## src/ptc_pkg.sv

```systemverilog
// shared types and constants for the pressure/temperature compensation block
`timescale 1ns / 1ps
package ptc_pkg;

  localparam int unsigned CfgAddrW = 5;
  localparam int unsigned DivSteps = 32;

  // register offsets (byte addresses)
  localparam logic [CfgAddrW-1:0] REG_AC1_AC2 = 5'd0;
  localparam logic [CfgAddrW-1:0] REG_AC3_AC4 = 5'd4;
  localparam logic [CfgAddrW-1:0] REG_AC5_AC6 = 5'd8;
  localparam logic [CfgAddrW-1:0] REG_B1_B2   = 5'd12;
  localparam logic [CfgAddrW-1:0] REG_MC_MD   = 5'd16;
  localparam logic [CfgAddrW-1:0] REG_OSS     = 5'd20;

  localparam logic KIND_TEMP  = 1'b0;
  localparam logic KIND_PRESS = 1'b1;

  localparam logic [31:0] K_B6_OFS  = 32'd4000;
  localparam logic [31:0] K_P_SQ    = 32'd3038;
  localparam logic [31:0] K_P_LIN   = 32'hFFFF_E343; // -7357
  localparam logic [31:0] K_P_OFS   = 32'd3791;
  localparam logic [31:0] K_B7_SCL  = 32'd50000;
  localparam logic [31:0] K_B4_OFS  = 32'd32768;
  localparam logic [31:0] K_SIGN    = 32'h8000_0000;

  // calibration set seen by the datapath
  typedef struct packed {
    logic [31:0] ac1_ac2;
    logic [31:0] ac3_ac4;
    logic [31:0] ac5_ac6;
    logic [31:0] b1_b2;
    logic [31:0] mc_md;
    logic [1:0]  oss;
  } ptc_cal_t;

  // divider request / response
  typedef struct packed {
    logic        start;
    logic [31:0] dividend;
    logic [31:0] divisor;
  } ptc_div_req_t;

  typedef struct packed {
    logic        done;
    logic [31:0] quot;
  } ptc_div_rsp_t;

  function automatic logic [31:0] sext16(input logic [15:0] h);
    sext16 = {{16{h[15]}}, h};
  endfunction

  function automatic logic [31:0] asr(input logic [31:0] x, input logic [4:0] n);
    asr = 32'($signed(x) >>> n);
  endfunction

endpackage

```

## src/ptc_if.sv

```systemverilog
// valid/ready channel interface carrying one word
`timescale 1ns / 1ps
interface ptc_if #(parameter int unsigned W = 1);
  logic         valid;
  logic         ready;
  logic [W-1:0] data;
  modport source (output valid, output data, input ready);
  modport sink (input valid, input data, output ready);
endinterface

```

## src/ptc_cfg.sv

```systemverilog
// calibration register file behind the apb-style port
`timescale 1ns / 1ps
module ptc_cfg import ptc_pkg::*; (
  input  logic                clk,
  input  logic                rst_n,
  input  logic                psel,
  input  logic                penable,
  input  logic                pwrite,
  input  logic [CfgAddrW-1:0] paddr,
  input  logic [31:0]         pwdata,
  output logic [31:0]         prdata,
  output logic                pready,
  output ptc_cal_t            cal
);
  ptc_cal_t cal_r;
  logic     wr_en;

  assign pready = 1'b1;
  assign wr_en  = psel & penable & pwrite;
  assign cal    = cal_r;

  // register writes
  always_ff @(posedge clk) begin
    if (!rst_n) begin
      cal_r <= '0;
    end else if (wr_en) begin
      unique case (paddr)
        REG_AC1_AC2: cal_r.ac1_ac2 <= pwdata;
        REG_AC3_AC4: cal_r.ac3_ac4 <= pwdata;
        REG_AC5_AC6: cal_r.ac5_ac6 <= pwdata;
        REG_B1_B2:   cal_r.b1_b2   <= pwdata;
        REG_MC_MD:   cal_r.mc_md   <= pwdata;
        REG_OSS:     cal_r.oss     <= pwdata[1:0];
        default: ;
      endcase
    end
  end

  // read mux
  always_comb begin
    unique case (paddr)
      REG_AC1_AC2: prdata = cal_r.ac1_ac2;
      REG_AC3_AC4: prdata = cal_r.ac3_ac4;
      REG_AC5_AC6: prdata = cal_r.ac5_ac6;
      REG_B1_B2:   prdata = cal_r.b1_b2;
      REG_MC_MD:   prdata = cal_r.mc_md;
      REG_OSS:     prdata = {30'd0, cal_r.oss};
      default:     prdata = '0;
    endcase
  end
endmodule

```

## src/ptc_div.sv

```systemverilog
// radix-2 restoring unsigned divider, one quotient bit per cycle
`timescale 1ns / 1ps
module ptc_div import ptc_pkg::*; (
  input  logic         clk,
  input  logic         rst_n,
  input  ptc_div_req_t req,
  output ptc_div_rsp_t rsp
);
  logic [31:0] quot_r, quot_nxt;
  logic [31:0] rem_r, rem_nxt;
  logic [31:0] dsr_r, dsr_nxt;
  logic [5:0]  cnt_r, cnt_nxt;
  logic        busy_r, busy_nxt;
  logic        done_r, done_nxt;
  logic [32:0] trial;

  assign trial = {rem_r, quot_r[31]} - {1'b0, dsr_r};

  // shift/subtract step
  always_comb begin
    quot_nxt = quot_r;
    rem_nxt  = rem_r;
    dsr_nxt  = dsr_r;
    cnt_nxt  = cnt_r;
    busy_nxt = busy_r;
    done_nxt = 1'b0;
    if (req.start) begin
      quot_nxt = req.dividend;
      rem_nxt  = '0;
      dsr_nxt  = req.divisor;
      cnt_nxt  = 6'(DivSteps);
      busy_nxt = 1'b1;
    end else if (busy_r) begin
      if (!trial[32]) begin
        rem_nxt  = trial[31:0];
        quot_nxt = {quot_r[30:0], 1'b1};
      end else begin
        rem_nxt  = {rem_r[30:0], quot_r[31]};
        quot_nxt = {quot_r[30:0], 1'b0};
      end
      cnt_nxt = cnt_r - 6'd1;
      if (cnt_r == 6'd1) begin
        busy_nxt = 1'b0;
        done_nxt = 1'b1;
      end
    end
  end

  always_ff @(posedge clk) begin
    if (!rst_n) begin
      busy_r <= 1'b0;
      done_r <= 1'b0;
      cnt_r  <= '0;
    end else begin
      busy_r <= busy_nxt;
      done_r <= done_nxt;
      cnt_r  <= cnt_nxt;
    end
    quot_r <= quot_nxt;
    rem_r  <= rem_nxt;
    dsr_r  <= dsr_nxt;
  end

  assign rsp.done = done_r;
  assign rsp.quot = quot_r;

  a_done_after_busy: assert property (@(posedge clk) disable iff (!rst_n)
    rsp.done |-> $past(busy_r)) else $error("divider done without busy");
  a_no_restart: assert property (@(posedge clk) disable iff (!rst_n)
    busy_r && cnt_r != 6'd1 |=> busy_r || req.start) else $error("divider stopped early");
endmodule

```

## src/ptc_core.sv

```systemverilog
// sequencer around one shared 32x32 multiplier and the divider
`timescale 1ns / 1ps
module ptc_core import ptc_pkg::*; (
  input  logic         clk,
  input  logic         rst_n,
  input  ptc_cal_t     cal,
  input  logic         start,
  input  logic         kind,
  input  logic [23:0]  raw,
  output logic         busy,
  output logic         res_valid,
  input  logic         res_ready,
  output logic         res_kind,
  output logic [31:0]  res_value,
  output logic         res_fault
);
  typedef enum logic [4:0] {
    S_IDLE, S_T0, S_T1, S_T2, S_TDIV, S_TEND,
    S_P0, S_P1, S_P2, S_P3, S_P4, S_P5, S_P6, S_P7, S_P8, S_PDIV,
    S_P9, S_P10, S_P11, S_P12
  } state_t;

  state_t       state_r, state_nxt;
  logic         kind_r, kind_nxt;
  logic [23:0]  raw_r, raw_nxt;
  logic [31:0]  b5_r, b5_nxt;
  logic [31:0]  a_r, a_nxt;     // scratch
  logic [31:0]  b_r, b_nxt;
  logic [31:0]  c_r, c_nxt;
  logic [31:0]  d_r, d_nxt;
  logic [31:0]  prod_r, prod_nxt;
  logic         neg_r, neg_nxt;
  logic         val_r, val_nxt;
  logic [31:0]  value_r, value_nxt;
  logic         fault_r, fault_nxt;
  logic         res_kind_r, res_kind_nxt;
  logic         out_free;
  logic [31:0]  mul_a, mul_b;
  ptc_div_req_t dreq;
  ptc_div_rsp_t drsp;
  logic [31:0]  up, ofs;
  logic [4:0]   upsh;
  logic [1:0]   oss;

  assign oss  = cal.oss;
  assign upsh = 5'd8 - {3'd0, oss};
  assign up   = {8'd0, raw_r} >> upsh;
  assign prod_nxt = mul_a * mul_b;

  // output register can take a new word this cycle
  assign out_free = !val_r || res_ready;

  ptc_div u_div (.clk(clk), .rst_n(rst_n), .req(dreq), .rsp(drsp));

  // sequencer: most states feed the shared multiplier and use the last product
  always_comb begin
    state_nxt = state_r;
    kind_nxt  = kind_r;
    raw_nxt   = raw_r;
    b5_nxt    = b5_r;
    a_nxt = a_r; b_nxt = b_r; c_nxt = c_r; d_nxt = d_r;
    neg_nxt   = neg_r;
    val_nxt   = val_r;
    value_nxt = value_r;
    fault_nxt = fault_r;
    res_kind_nxt = res_kind_r;
    mul_a = '0; mul_b = '0;
    dreq  = '0;
    ofs   = '0;
    // word leaves the output register
    if (val_r && res_ready) val_nxt = 1'b0;
    unique case (state_r)
      S_IDLE: if (start) begin
        kind_nxt  = kind;
        raw_nxt   = raw;
        state_nxt = (kind == KIND_TEMP) ? S_T0 : S_P0;
      end
      // x1 = ((ut - ac6) * ac5) >> 15
      S_T0: begin
        mul_a = {16'd0, raw_r[15:0]} - {16'd0, cal.ac5_ac6[15:0]};
        mul_b = {16'd0, cal.ac5_ac6[31:16]};
        state_nxt = S_T1;
      end
      S_T1: begin
        a_nxt = asr(prod_r, 5'd15);
        state_nxt = S_T2;
      end
      S_T2: begin
        b_nxt = a_r + sext16(cal.mc_md[15:0]);
        c_nxt = sext16(cal.mc_md[31:16]) << 11;  // mc << 11
        if (b_nxt == '0) begin
          // zero divisor: fault word once the output register is free
          if (out_free) begin
            fault_nxt    = 1'b1;
            value_nxt    = '0;
            res_kind_nxt = kind_r;
            val_nxt      = 1'b1;
            state_nxt    = S_IDLE;
          end
        end else begin
          neg_nxt = c_nxt[31] ^ b_nxt[31];
          dreq.start    = 1'b1;
          dreq.dividend = c_nxt[31] ? -c_nxt : c_nxt;
          dreq.divisor  = b_nxt[31] ? -b_nxt : b_nxt;
          state_nxt = S_TDIV;
        end
      end
      S_TDIV: if (drsp.done) begin
        b5_nxt    = a_r + (neg_r ? -drsp.quot : drsp.quot);
        state_nxt = S_TEND;
      end
      S_TEND: if (out_free) begin
        value_nxt    = asr(b5_r + 32'd8, 5'd4);
        fault_nxt    = 1'b0;
        res_kind_nxt = kind_r;
        val_nxt      = 1'b1;
        state_nxt    = S_IDLE;
      end
      // b6 and b6*b6
      S_P0: begin
        a_nxt = b5_r - K_B6_OFS;
        mul_a = b5_r - K_B6_OFS;
        mul_b = b5_r - K_B6_OFS;
        state_nxt = S_P1;
      end
      // sq; ac2*b6
      S_P1: begin
        b_nxt = asr(prod_r, 5'd12);
        mul_a = sext16(cal.ac1_ac2[15:0]);
        mul_b = a_r;
        state_nxt = S_P2;
      end
      // b2*sq
      S_P2: begin
        c_nxt = asr(prod_r, 5'd11);
        mul_a = sext16(cal.b1_b2[15:0]);
        mul_b = b_r;
        state_nxt = S_P3;
      end
      // b3; ac3*b6
      S_P3: begin
        d_nxt = (sext16(cal.ac1_ac2[31:16]) << 2) + asr(prod_r, 5'd11) + c_r;
        d_nxt = asr((d_nxt << oss) + 32'd2, 5'd2);
        mul_a = sext16(cal.ac3_ac4[31:16]);
        mul_b = a_r;
        state_nxt = S_P4;
      end
      // b1*sq
      S_P4: begin
        c_nxt = asr(prod_r, 5'd13);
        mul_a = sext16(cal.b1_b2[31:16]);
        mul_b = b_r;
        state_nxt = S_P5;
      end
      // x3; ac4*(x3+32768)
      S_P5: begin
        c_nxt = asr(c_r + asr(prod_r, 5'd16) + 32'd2, 5'd2);
        mul_a = {16'd0, cal.ac3_ac4[15:0]};
        mul_b = c_nxt + K_B4_OFS;
        state_nxt = S_P6;
      end
      // b4; b7 product
      S_P6: begin
        c_nxt = prod_r >> 15;
        mul_a = up - d_r;
        mul_b = K_B7_SCL >> oss;
        state_nxt = S_P7;
      end
      S_P7: begin
        b_nxt = prod_r;  // b7
        if (c_r == '0) begin
          if (out_free) begin
            fault_nxt    = 1'b1;
            value_nxt    = '0;
            res_kind_nxt = kind_r;
            val_nxt      = 1'b1;
            state_nxt    = S_IDLE;
          end
        end else begin
          state_nxt = S_P8;
        end
      end
      S_P8: begin
        dreq.start    = 1'b1;
        dreq.dividend = (b_r < K_SIGN) ? (b_r << 1) : b_r;
        dreq.divisor  = c_r;
        state_nxt = S_PDIV;
      end
      // p
      S_PDIV: if (drsp.done) begin
        a_nxt = (b_r < K_SIGN) ? drsp.quot : (drsp.quot << 1);
        state_nxt = S_P9;
      end
      S_P9: begin
        mul_a = asr(a_r, 5'd8);
        mul_b = asr(a_r, 5'd8);
        state_nxt = S_P10;
      end
      S_P10: begin
        mul_a = prod_r;
        mul_b = K_P_SQ;
        state_nxt = S_P11;
      end
      S_P11: begin
        c_nxt = asr(prod_r, 5'd16);
        mul_a = K_P_LIN;
        mul_b = a_r;
        state_nxt = S_P12;
      end
      // final sum; keep the linear product while the output register is full
      S_P12: begin
        mul_a = K_P_LIN;
        mul_b = a_r;
        if (out_free) begin
          ofs = c_r + asr(prod_r, 5'd16) + K_P_OFS;
          value_nxt    = a_r + asr(ofs, 5'd4);
          fault_nxt    = 1'b0;
          res_kind_nxt = kind_r;
          val_nxt      = 1'b1;
          state_nxt    = S_IDLE;
        end
      end
      default: state_nxt = S_IDLE;
    endcase
  end

  always_ff @(posedge clk) begin
    if (!rst_n) begin
      state_r <= S_IDLE;
      b5_r    <= '0;
      val_r   <= 1'b0;
    end else begin
      state_r <= state_nxt;
      b5_r    <= b5_nxt;
      val_r   <= val_nxt;
    end
    kind_r  <= kind_nxt;
    raw_r   <= raw_nxt;
    a_r <= a_nxt; b_r <= b_nxt; c_r <= c_nxt; d_r <= d_nxt;
    prod_r  <= prod_nxt;
    neg_r   <= neg_nxt;
    value_r <= value_nxt;
    fault_r <= fault_nxt;
    res_kind_r <= res_kind_nxt;
  end

  assign busy      = state_r != S_IDLE;
  assign res_valid = val_r;
  assign res_kind  = res_kind_r;
  assign res_value = value_r;
  assign res_fault = fault_r;

  a_hold_stalled: assert property (@(posedge clk) disable iff (!rst_n)
    val_r && !res_ready |=> val_r && $stable(value_r) && $stable(fault_r)
    && $stable(res_kind_r)) else $error("result changed while stalled");
  a_fault_zero: assert property (@(posedge clk) disable iff (!rst_n)
    val_r && fault_r |-> value_r == '0) else $error("fault with nonzero value");
  a_b5_temp_only: assert property (@(posedge clk) disable iff (!rst_n)
    b5_r != $past(b5_r) |-> $past(state_r) == S_TDIV) else $error("b5 changed");
endmodule

```

## src/pressure_temperature_compensation.sv

```systemverilog
// top level of the barometric pressure/temperature compensation block
`timescale 1ns / 1ps
// Usage:
//  in channel carries one word {kind, raw_value}; kind 0 is a raw temperature
//  (low 16 bits used), kind 1 a raw 24-bit pressure reading.
//  out channel returns one word {result_kind, value, fault} per input word.
//  calibration coefficients and oversampling are written through the
//  apb-style cfg port; the user must write them only while the block is
//  idle, as the block itself does not enforce it. A temperature word
//  spends most of its time in the 32-step bit-serial divider; a pressure
//  word first uses the one shared multiplier, then the same divider. A
//  zero divisor ends early, before the divider is started.
//  One word is in work at a time: in_ready is low after accept and high
//  again once the result is loaded into the output register, so a new word
//  is not taken before the result of the last one is loaded.
//  If the receiver stalls, the result is held in the output register until
//  out_ready is high; the next word may be worked on meanwhile and its
//  result waits in the core until the register is free.
//  Synchronous reset clears the calibration registers and the stored B5 term
//  and leaves the block idle with no result pending.
module pressure_temperature_compensation import ptc_pkg::*; (
  input  logic                clk,
  input  logic                rst_n,
  ptc_if.sink                 in_ch,
  ptc_if.source               out_ch,
  input  logic                cfg_psel,
  input  logic                cfg_penable,
  input  logic                cfg_pwrite,
  input  logic [CfgAddrW-1:0] cfg_paddr,
  input  logic [31:0]         cfg_pwdata,
  output logic [31:0]         cfg_prdata,
  output logic                cfg_pready
);
  ptc_cal_t cal;
  logic     busy;
  logic     rk, rf;
  logic [31:0] rv;

  ptc_cfg u_cfg (
    .clk(clk), .rst_n(rst_n), .psel(cfg_psel), .penable(cfg_penable),
    .pwrite(cfg_pwrite), .paddr(cfg_paddr), .pwdata(cfg_pwdata),
    .prdata(cfg_prdata), .pready(cfg_pready), .cal(cal)
  );

  assign in_ch.ready = !busy;

  ptc_core u_core (
    .clk(clk), .rst_n(rst_n), .cal(cal),
    .start(in_ch.valid && !busy),
    .kind(in_ch.data[24]), .raw(in_ch.data[23:0]),
    .busy(busy), .res_valid(out_ch.valid), .res_ready(out_ch.ready),
    .res_kind(rk), .res_value(rv), .res_fault(rf)
  );

  assign out_ch.data = {rk, rv, rf};
endmodule

```

## src/flat_wrapper.sv

```systemverilog
// flat-port wrapper written by rule: the top's interface ports become plain ports
module pressure_temperature_compensation_flat import ptc_pkg::*;
  (clk, rst_n, cfg_psel, cfg_penable, cfg_pwrite, cfg_paddr, cfg_pwdata, cfg_prdata, cfg_pready, in_ch_valid, in_ch_data, in_ch_ready, out_ch_valid, out_ch_data, out_ch_ready);
  ptc_if #(.W(25)) in_ch_i ();
  ptc_if #(.W(34)) out_ch_i ();
  input  logic clk;
  input  logic rst_n;
  input  logic cfg_psel;
  input  logic cfg_penable;
  input  logic cfg_pwrite;
  input  logic [CfgAddrW-1:0] cfg_paddr;
  input  logic [31:0] cfg_pwdata;
  output logic [31:0] cfg_prdata;
  output logic cfg_pready;
  input wire logic [$bits(in_ch_i.valid)-1:0] in_ch_valid;
  input wire logic [$bits(in_ch_i.data)-1:0] in_ch_data;
  output wire logic [$bits(in_ch_i.ready)-1:0] in_ch_ready;
  output wire logic [$bits(out_ch_i.valid)-1:0] out_ch_valid;
  output wire logic [$bits(out_ch_i.data)-1:0] out_ch_data;
  input wire logic [$bits(out_ch_i.ready)-1:0] out_ch_ready;
  assign in_ch_i.valid = in_ch_valid;
  assign in_ch_i.data = in_ch_data;
  assign in_ch_ready = in_ch_i.ready;
  assign out_ch_valid = out_ch_i.valid;
  assign out_ch_data = out_ch_i.data;
  assign out_ch_i.ready = out_ch_ready;
  pressure_temperature_compensation u_core (.clk(clk), .rst_n(rst_n), .in_ch(in_ch_i), .out_ch(out_ch_i), .cfg_psel(cfg_psel), .cfg_penable(cfg_penable), .cfg_pwrite(cfg_pwrite), .cfg_paddr(cfg_paddr), .cfg_pwdata(cfg_pwdata), .cfg_prdata(cfg_prdata), .cfg_pready(cfg_pready));
endmodule
```

## config.mk

```make
export PLATFORM = sky130hd
export DESIGN_NAME = pressure_temperature_compensation_flat
export DESIGN_NICKNAME = d
export VERILOG_FILES = /design/src/ptc_pkg.sv /design/src/ptc_if.sv /design/src/ptc_cfg.sv /design/src/ptc_div.sv /design/src/ptc_core.sv /design/src/pressure_temperature_compensation.sv /design/src/flat_wrapper.sv
export SDC_FILE = /design/constraint.sdc
export NUM_CORES = 2
export LEC_CHECK = 0
export BUFFER_PORTS_ARGS = -buffer_cell sky130_fd_sc_hd__buf_2
export CAP_MARGIN = 20
export CORE_ASPECT_RATIO = 1.5
export CORE_MARGIN = 1
export CORE_UTILIZATION = 45
export DETAILED_ROUTE_END_ITERATION = 8
export GPL_TIMING_DRIVEN = 0
export PLACE_DENSITY = 0.71
export SLEW_MARGIN = 20
export SYNTH_ARGS = -nofsm -noshare
export SYNTH_HDL_FRONTEND = slang
export SYNTH_HIERARCHICAL = 1
export SYNTH_SLANG_ARGS = --single-unit
export TNS_END_PERCENT = 5
```

## constraint.sdc

```tcl
create_clock -name clk -period 35.9 [get_ports clk]
set_input_delay 3.59 -clock clk [delete_from_list [all_inputs] [get_ports clk]]
set_output_delay 3.59 -clock clk [all_outputs]
set_load 0.005 [all_outputs]
```

# [Yosys cells after proc, flatten, opt, wreduce, memory -nomap -nowiden]
# Index checks and enable logic that the tools add are counted.
[totals] rom_bits=0 out_inout_bits=69 ramBits=0 regBits=522 input_bits=69 mem_count=0 latch_bits=0
[op_classes] n_bitwise=6 n_eq_ne=33 n_addsub=20 mux=52 multipliers=1 shift=3 n_reduce_logical=36 n_div=0 magnitude_cmp=1
[ops] operator="2-to-1 mux 32 bit" n=14
[ops] operator="case mux 32 bit (6 select lines)" n=2
[ops] operator="case mux 32 bit (11 select lines)" n=1
[ops] operator="case mux 32 bit (8 select lines)" n=1
[ops] operator="case mux 32 bit (3 select lines)" n=2
[ops] operator="adder 32 bit" n=5
[ops] operator="case mux 65 bit (2 select lines)" n=1
[ops] operator="case mux 32 bit (4 select lines)" n=1
[ops] operator="negation 32 bit" n=3
[ops] operator="case mux 5 bit (19 select lines)" n=1
[ops] operator="2-to-1 mux 65 bit" n=1
[ops] operator="adder 32 x 2 -> 32 bit (second input constant)" n=2
[ops] operator="zero test 32 bit" n=2
[ops] operator="equality test 5 x 4 -> 1 bit (second input constant)" n=10
[ops] operator="subtractor 33 x 32 -> 33 bit" n=1
[ops] operator="adder 32 x 12 -> 32 bit (second input constant)" n=1
[ops] operator="adder 32 x 4 -> 32 bit (second input constant)" n=1
[ops] operator="less-than comparator 32 bit (second input constant)" n=1
[ops] operator="multiplier 32 x 32 -> 32 bit" n=1
[ops] operator="<< shifter 32 x 2 -> 32 bit" n=1
[ops] operator=">> shifter 16 x 2 -> 32 bit (first input constant)" n=1
[ops] operator=">> shifter 24 x 5 -> 32 bit" n=1
[ops] operator="subtractor 32 x 12 -> 32 bit (second input constant)" n=1
[ops] operator="subtractor 32 bit" n=1
[ops] operator="36 further kinds" n=96

# [Longest topological paths before layout]
[depth] ltp_word=6 ltp_mapped=56

# [By module]
# The synthesis kept the hierarchy.
[by_module_without_submodules] mod="ptc_core" area_per_inst_um2=45417.3 instances=1 cells_per_inst=5595
[by_module_without_submodules] mod="ptc_cfg" area_per_inst_um2=7119.3 instances=1 cells_per_inst=701
[by_module_without_submodules] mod="ptc_div" area_per_inst_um2=5904.4 instances=1 cells_per_inst=561
[by_module_without_submodules] mod="pressure_temperature_compensation" area_per_inst_um2=25.0 instances=1 cells_per_inst=4

# [Least setup slack after synthesis]
# Ideal clock, no wire load.
[synth_timing] path_kind="register -> register" from="reg u_core/u_cfg/cal[1] (netlist name)" to="reg u_core.u_core.prod_r[31]" period_less_slack_ns=13.474 arrival_time_ns=13.356 t_required_ns=35.782 slack_ns=22.426 setup_time_ns=0.118 path_stages_with_launch=56 cell_sequence="dfxtp_1 > clkbuf_1 > clkinv_1 > buf_1 > clkbuf_1 > ha_1 > clkbuf_1 > clkbuf_1 > clkbuf_1 > mux2i_1 > nand2_1 > a31oi_1 > ha_1 > inv_1 > fa_1 > a211oi_1 > o21ai_0 > a2111oi_0 > [... 20 more ...] > fa_1 > inv_1 > fa_1 > inv_1 > fa_1 > xnor2_1 > xnor2_1 > xnor2_1 > xnor2_1 > xnor2_1 > xnor2_1 > xnor2_1 > xnor2_1 > xnor3_1 > xnor2_1 > xnor2_2 > xnor3_1 > xnor2_1"
[synth_via] elab_chain_cells=5
[synth_lines] element="subtractor 4 x 2 -> 5 bit" line="ptc_core.sv:46" source="assign upsh = 5'd8 - {3'd0, oss};"
[synth_lines] element=">> shifter 24 x 5 -> 32 bit" line="ptc_core.sv:47" source="assign up = {8'd0, raw_r} >> upsh;"
[synth_lines] element="subtractor 32 bit" line="ptc_core.sv:165" source="mul_a = up - d_r;"
[synth_lines] element="case mux 32 bit (11 select lines)" line="ptc_core.sv:72" source="unique case (state_r)"
[synth_lines] element="multiplier 32 x 32 -> 32 bit *" line="ptc_core.sv:48" source="assign prod_nxt = mul_a * mul_b;"
[synth_lines] element="net u_core.u_core.prod_nxt[31]" line="ptc_core.sv:31" source="logic [31:0] prod_r, prod_nxt;"
[synth_lines] element="to (signal assigned)" line="ptc_core.sv:240" source="prod_r <= prod_nxt;"
[synth_lines] element="to (decl)" line="ptc_core.sv:31"
# Mark *: on every way through the listed nets, which the timed path passes. The rest lies on a longest branch.
# A chain may end at the register's enable or synchronous reset.

# [Final worst setup path]
[layout_timing] from="reg u_core/u_cfg/cal[0] (netlist name)" to="reg u_core.u_core.prod_r[31]"
[layout_via] elab_chain_cells=5
[layout_lines] element="subtractor 4 x 2 -> 5 bit" line="ptc_core.sv:46"
[layout_lines] element=">> shifter 24 x 5 -> 32 bit" line="ptc_core.sv:47"
[layout_lines] element="subtractor 32 bit" line="ptc_core.sv:165"
[layout_lines] element="case mux 32 bit (11 select lines)" line="ptc_core.sv:72"
[layout_lines] element="multiplier 32 x 32 -> 32 bit *" line="ptc_core.sv:48"
[layout_lines] element="net u_core.u_core.prod_nxt[31]" line="ptc_core.sv:31"
# Marked as above.

==> impl_results.md <==
- Number of antenna violations at the first check in global routing: 22
- Post-CTS Hold Buffers: 0
- Synth Instances: 6861
- HP Start: u_core/u_core/kind_r$_DFFE_PP_
- DIE AREA: 131400 um2
- Vias in the first global route: 55401
- Share of cells above drive strength 1: 7.276%
- Synthesized flop and latch total: 520
- Critical path's slowest cell: dfxtp_1
- Min Tclk post-route: ~18000 ps
- WS Path Type: register to register
- # H-tree levels: 2
- Status: finished, final reports clean
- CTS root buf: clkbuf_16
- Final Hold Vio Count: 0
- Clock latency on the worst-skew pair: about 740 ps
- Power, Total: around 3400 uW
- First-pass GRT wire length: 405400 um
- Buf/Inv on CP: 12
- Hold Path End: u_core/u_core/res_kind$_DFFE_PP_
- TritonCTS clock tree: built
- Max FO, Critical Path: 11
- # DRC: 0
- Crit. End Element: register
- Final WL: around 300000 um
- Seq/Total Area, Yosys: about 22%
- Tightest Hold Check Type: register to register
- Mapped Area: a little under 60000 um2
- Crit start category: register
- Row cnt: approximately 160
- Setup violators final: 0
- Final ANT Viol Nets: 0
- Cell mode on critical path: xnor2_1
- Detailed Place HPWL: 242200 um
- Worst-path clk slew: 70 ps
- Unrepaired setup endpoints after global routing: false
- WP data required: roughly 36000 ps
- Family with the most delay on the worst path: adder cells
- Hold depth: 0
- Final net count: between 7000 and 8000
- Vias per cell: about 6.3
- Syn_area_per_cell: between 8 and 9 um2
- Post-CTS Resized: 0
- Final Wtd Congestion: 1.093
- GRT Util Overall: 44.17%
- EDFF count, synth: ~250
- Max stage delay on crit path: 920 ps
- Async set-reset flop share out of synthesis: 0%
- Number of buffers created by CTS: ~60
- Worst reg2reg path depth: 52
- Port Buffers: ~130
- Beginning of the worst register-to-register path: u_core/u_cfg/cal[0]$_SDFFE_PN0P_
- Setup_tns: 0 ps
- DR iter-0 viols: a little over 5000
- Largest net degree at the start of global routing: 40
- Buffer levels on the longest clock path: 3
- Max-slew violation count: 0
- Drt wl/cell: 33.04 um
- Reg-to-reg slack, setup: 17880 ps
- Max-slew headroom: between 10% and 20%
- Grt total ovfl: 0
- Max cap viols: 0
- Total number of vias: between 50000 and 60000
- Prevailing post-synth register cell: dfxtp_1
- Leakage: 0.02757 uW
- Synth Warn #: 6
- CTS sink count: 520
- Die height: roughly 440 um
- Clk_skew: ~49 ps
- Worst Max-Slew Pin Slew: ~1300 ps
- Starting Density: a little under half
- PwrDens: between 50 and 60 nW/um2
- Worst EP arrival: between 15000 and 20000 ps
- Core area: approximately 130000 um2
- Drt first pass iters: 7
- Chip width: about 300 um
- Unique masters post-synth: 118
- Post-CTS Setup Inserts: 0
- Number of primary I/O pins: 138
- Area delta synth->final: 9.153%
- FF-to-FF End: u_core/u_core/prod_r[31]$_DFF_P_
- Final period util: 50.20%
- Max Clk Rate: approximately 0.055 GHz
- IR drop worst, VDD: roughly 47 uV
[flip-flops by register name, indices dropped and copies added (netlist names), 5 cells and up]
register and count:
u_core/u_core/state_r 5, u_core/u_core/u_div/quot_r 32, u_core/u_core/c_r 30, u_core/u_core/u_div/cnt_r 6, u_core/u_core/u_div/rem_r 32, u_core/u_core/b5_r 32
u_core/u_core/prod_r 32, u_core/u_core/d_r 30, u_core/u_core/res_value 32, u_core/u_core/raw_r 24, u_core/u_core/a_r 32, u_core/u_cfg/cal 162
u_core/u_core/u_div/dsr_r 32, u_core/u_core/b_r 32
[how the worst max path moves through the flow]
stage,start,endpoint,slack (ps),cells past startpoint
global route,u_core/u_cfg/cal[0]$_SDFFE_PN0P_,u_core/u_core/prod_r[31]$_DFF_P_,17350,55
finish,u_core/u_cfg/cal[0]$_SDFFE_PN0P_,u_core/u_core/prod_r[31]$_DFF_P_,17880,52
global placement,u_core/u_cfg/cal[0]$_SDFFE_PN0P_,u_core/u_core/prod_r[31]$_DFF_P_,18030,49
detailed placement,u_core/u_cfg/cal[0]$_SDFFE_PN0P_,u_core/u_core/prod_r[31]$_DFF_P_,18290,55
CTS,u_core/u_cfg/cal[1]$_SDFFE_PN0P_,u_core/u_core/prod_r[31]$_DFF_P_,18160,55
floorplan,u_core/u_cfg/cal[1]$_SDFFE_PN0P_,u_core/u_core/prod_r[31]$_DFF_P_,22430,55
[metal layers]
metal	part of all wire (%)	vias to the layer above	track usage, %
met3	6.8	1220	8.706
met5	0.023	-	0
met4	14	10	48.72
met1	33	27272	43.98
met2	47	2915	72.96
li1	-	24156	-
[placed cells by master, fill, tap and decap left out, types with 155 or more instances in the layout]
master and instances:
edfxtp_1 248, fa_1 417, ha_1 384, xor2_1 155, mux2i_1 277, dfxtp_1 272, a21oi_1 318, nand2_1 930
nor2_1 443, xnor2_1 328, inv_1 779, o21ai_0 255, clkbuf_1 299
[cell type report]
cell class / instances / area, um2
multi-input cells: 5203 / 41280
diodes: 9 / 22.52
fillers: 12594 / 64700
inverters: 784 / 2943
repair buffers: 156 / 935.9
clock buffers: 77 / 1669
well taps: 1711 / 2141
plain buffers: 357 / 1491
clock inverters: 36 / 442.9
flip-flops and latches: 520 / 12890
[cells in the mapped netlist (all sizes together), types with 22 or more instances]
cell type,instances,area [um2]
nand2,933,3502
inv,780,2928
nor2,450,1697
fa,417,8348
ha,384,4805
xnor2,332,2930
a21oi,318,1592
clkbuf,293,1102
mux2i,277,2773
dfxtp,272,5445
o21ai,270,1359
edfxtp,248,7447
xor2,156,1385
nand3,117,598.1
nor3,94,475.5
and2,85,534.3
mux2,83,934.7
a21o,80,600.6
a211oi,79,608.1
nand2b,66,412.9
buf,64,382.9
a22oi,63,473.0
a221o,62,620.6
o21bai,58,435.4
o211ai,56,430.4
nor2b,51,319.1
a31oi,46,302.8
o22ai,46,287.8
nand4,43,281.5
or2,43,269.0
nor4,41,314.1
o21a,41,307.8
or3,41,256.5
and3,40,250.2
a221oi,37,330.3
o31ai,37,291.5
a32o,32,321.6
a22o,23,201.4
a211o,22,192.7
[kinds of logic (layout without fill, tap and decap cells)]
logic type	Yosys count	in the layout	share of synthesized area (%)
simple gates	2086	2086	16.48
fa+ha+maj	801	801	22.50
mux	368	368	6.649
compound gates	1450	1450	17.17
buf+inv	1141	1410	7.574
xor+xnor	493	493	7.574
other cells	2	14	0.01285
flops	520	520	22.05
[worst reg2reg max path, delay by kind of cell, from the launching register on]
kind,cells,cell delay (ps)
compound gates,12,4360
mux,1,310
buf+inv,12,3800
flops,1,920
fa+ha+maj,11,5140
xor+xnor,14,3060
simple gates,2,280
[where the power goes]
part	switching, uW	internal (uW)
logic	1220	628
clock network	303	382
registers	146	708
total	1670	1720
[stage by stage]
| step | cells | setup slack (ps) | util, % | hold WS (ps) | instance area, um2 |
|---|---|---|---|---|---|
| floorplan | 6864 | 22430 | - | 400.3 | 58480 |
| global placement | 8709 | 18030 | 47.69 | 401.3 | 61290 |
| detailed placement | 8731 | 18290 | 47.99 | 431.4 | 61680 |
| CTS | 8844 | 18160 | 49.63 | 448.7 | 63790 |
| global route | 8846 | 17350 | 49.64 | 462.4 | 63800 |
| finish | 8853 | 17880 | 49.66 | 441.4 | 63820 |
(Power assumes the default switching activity.)
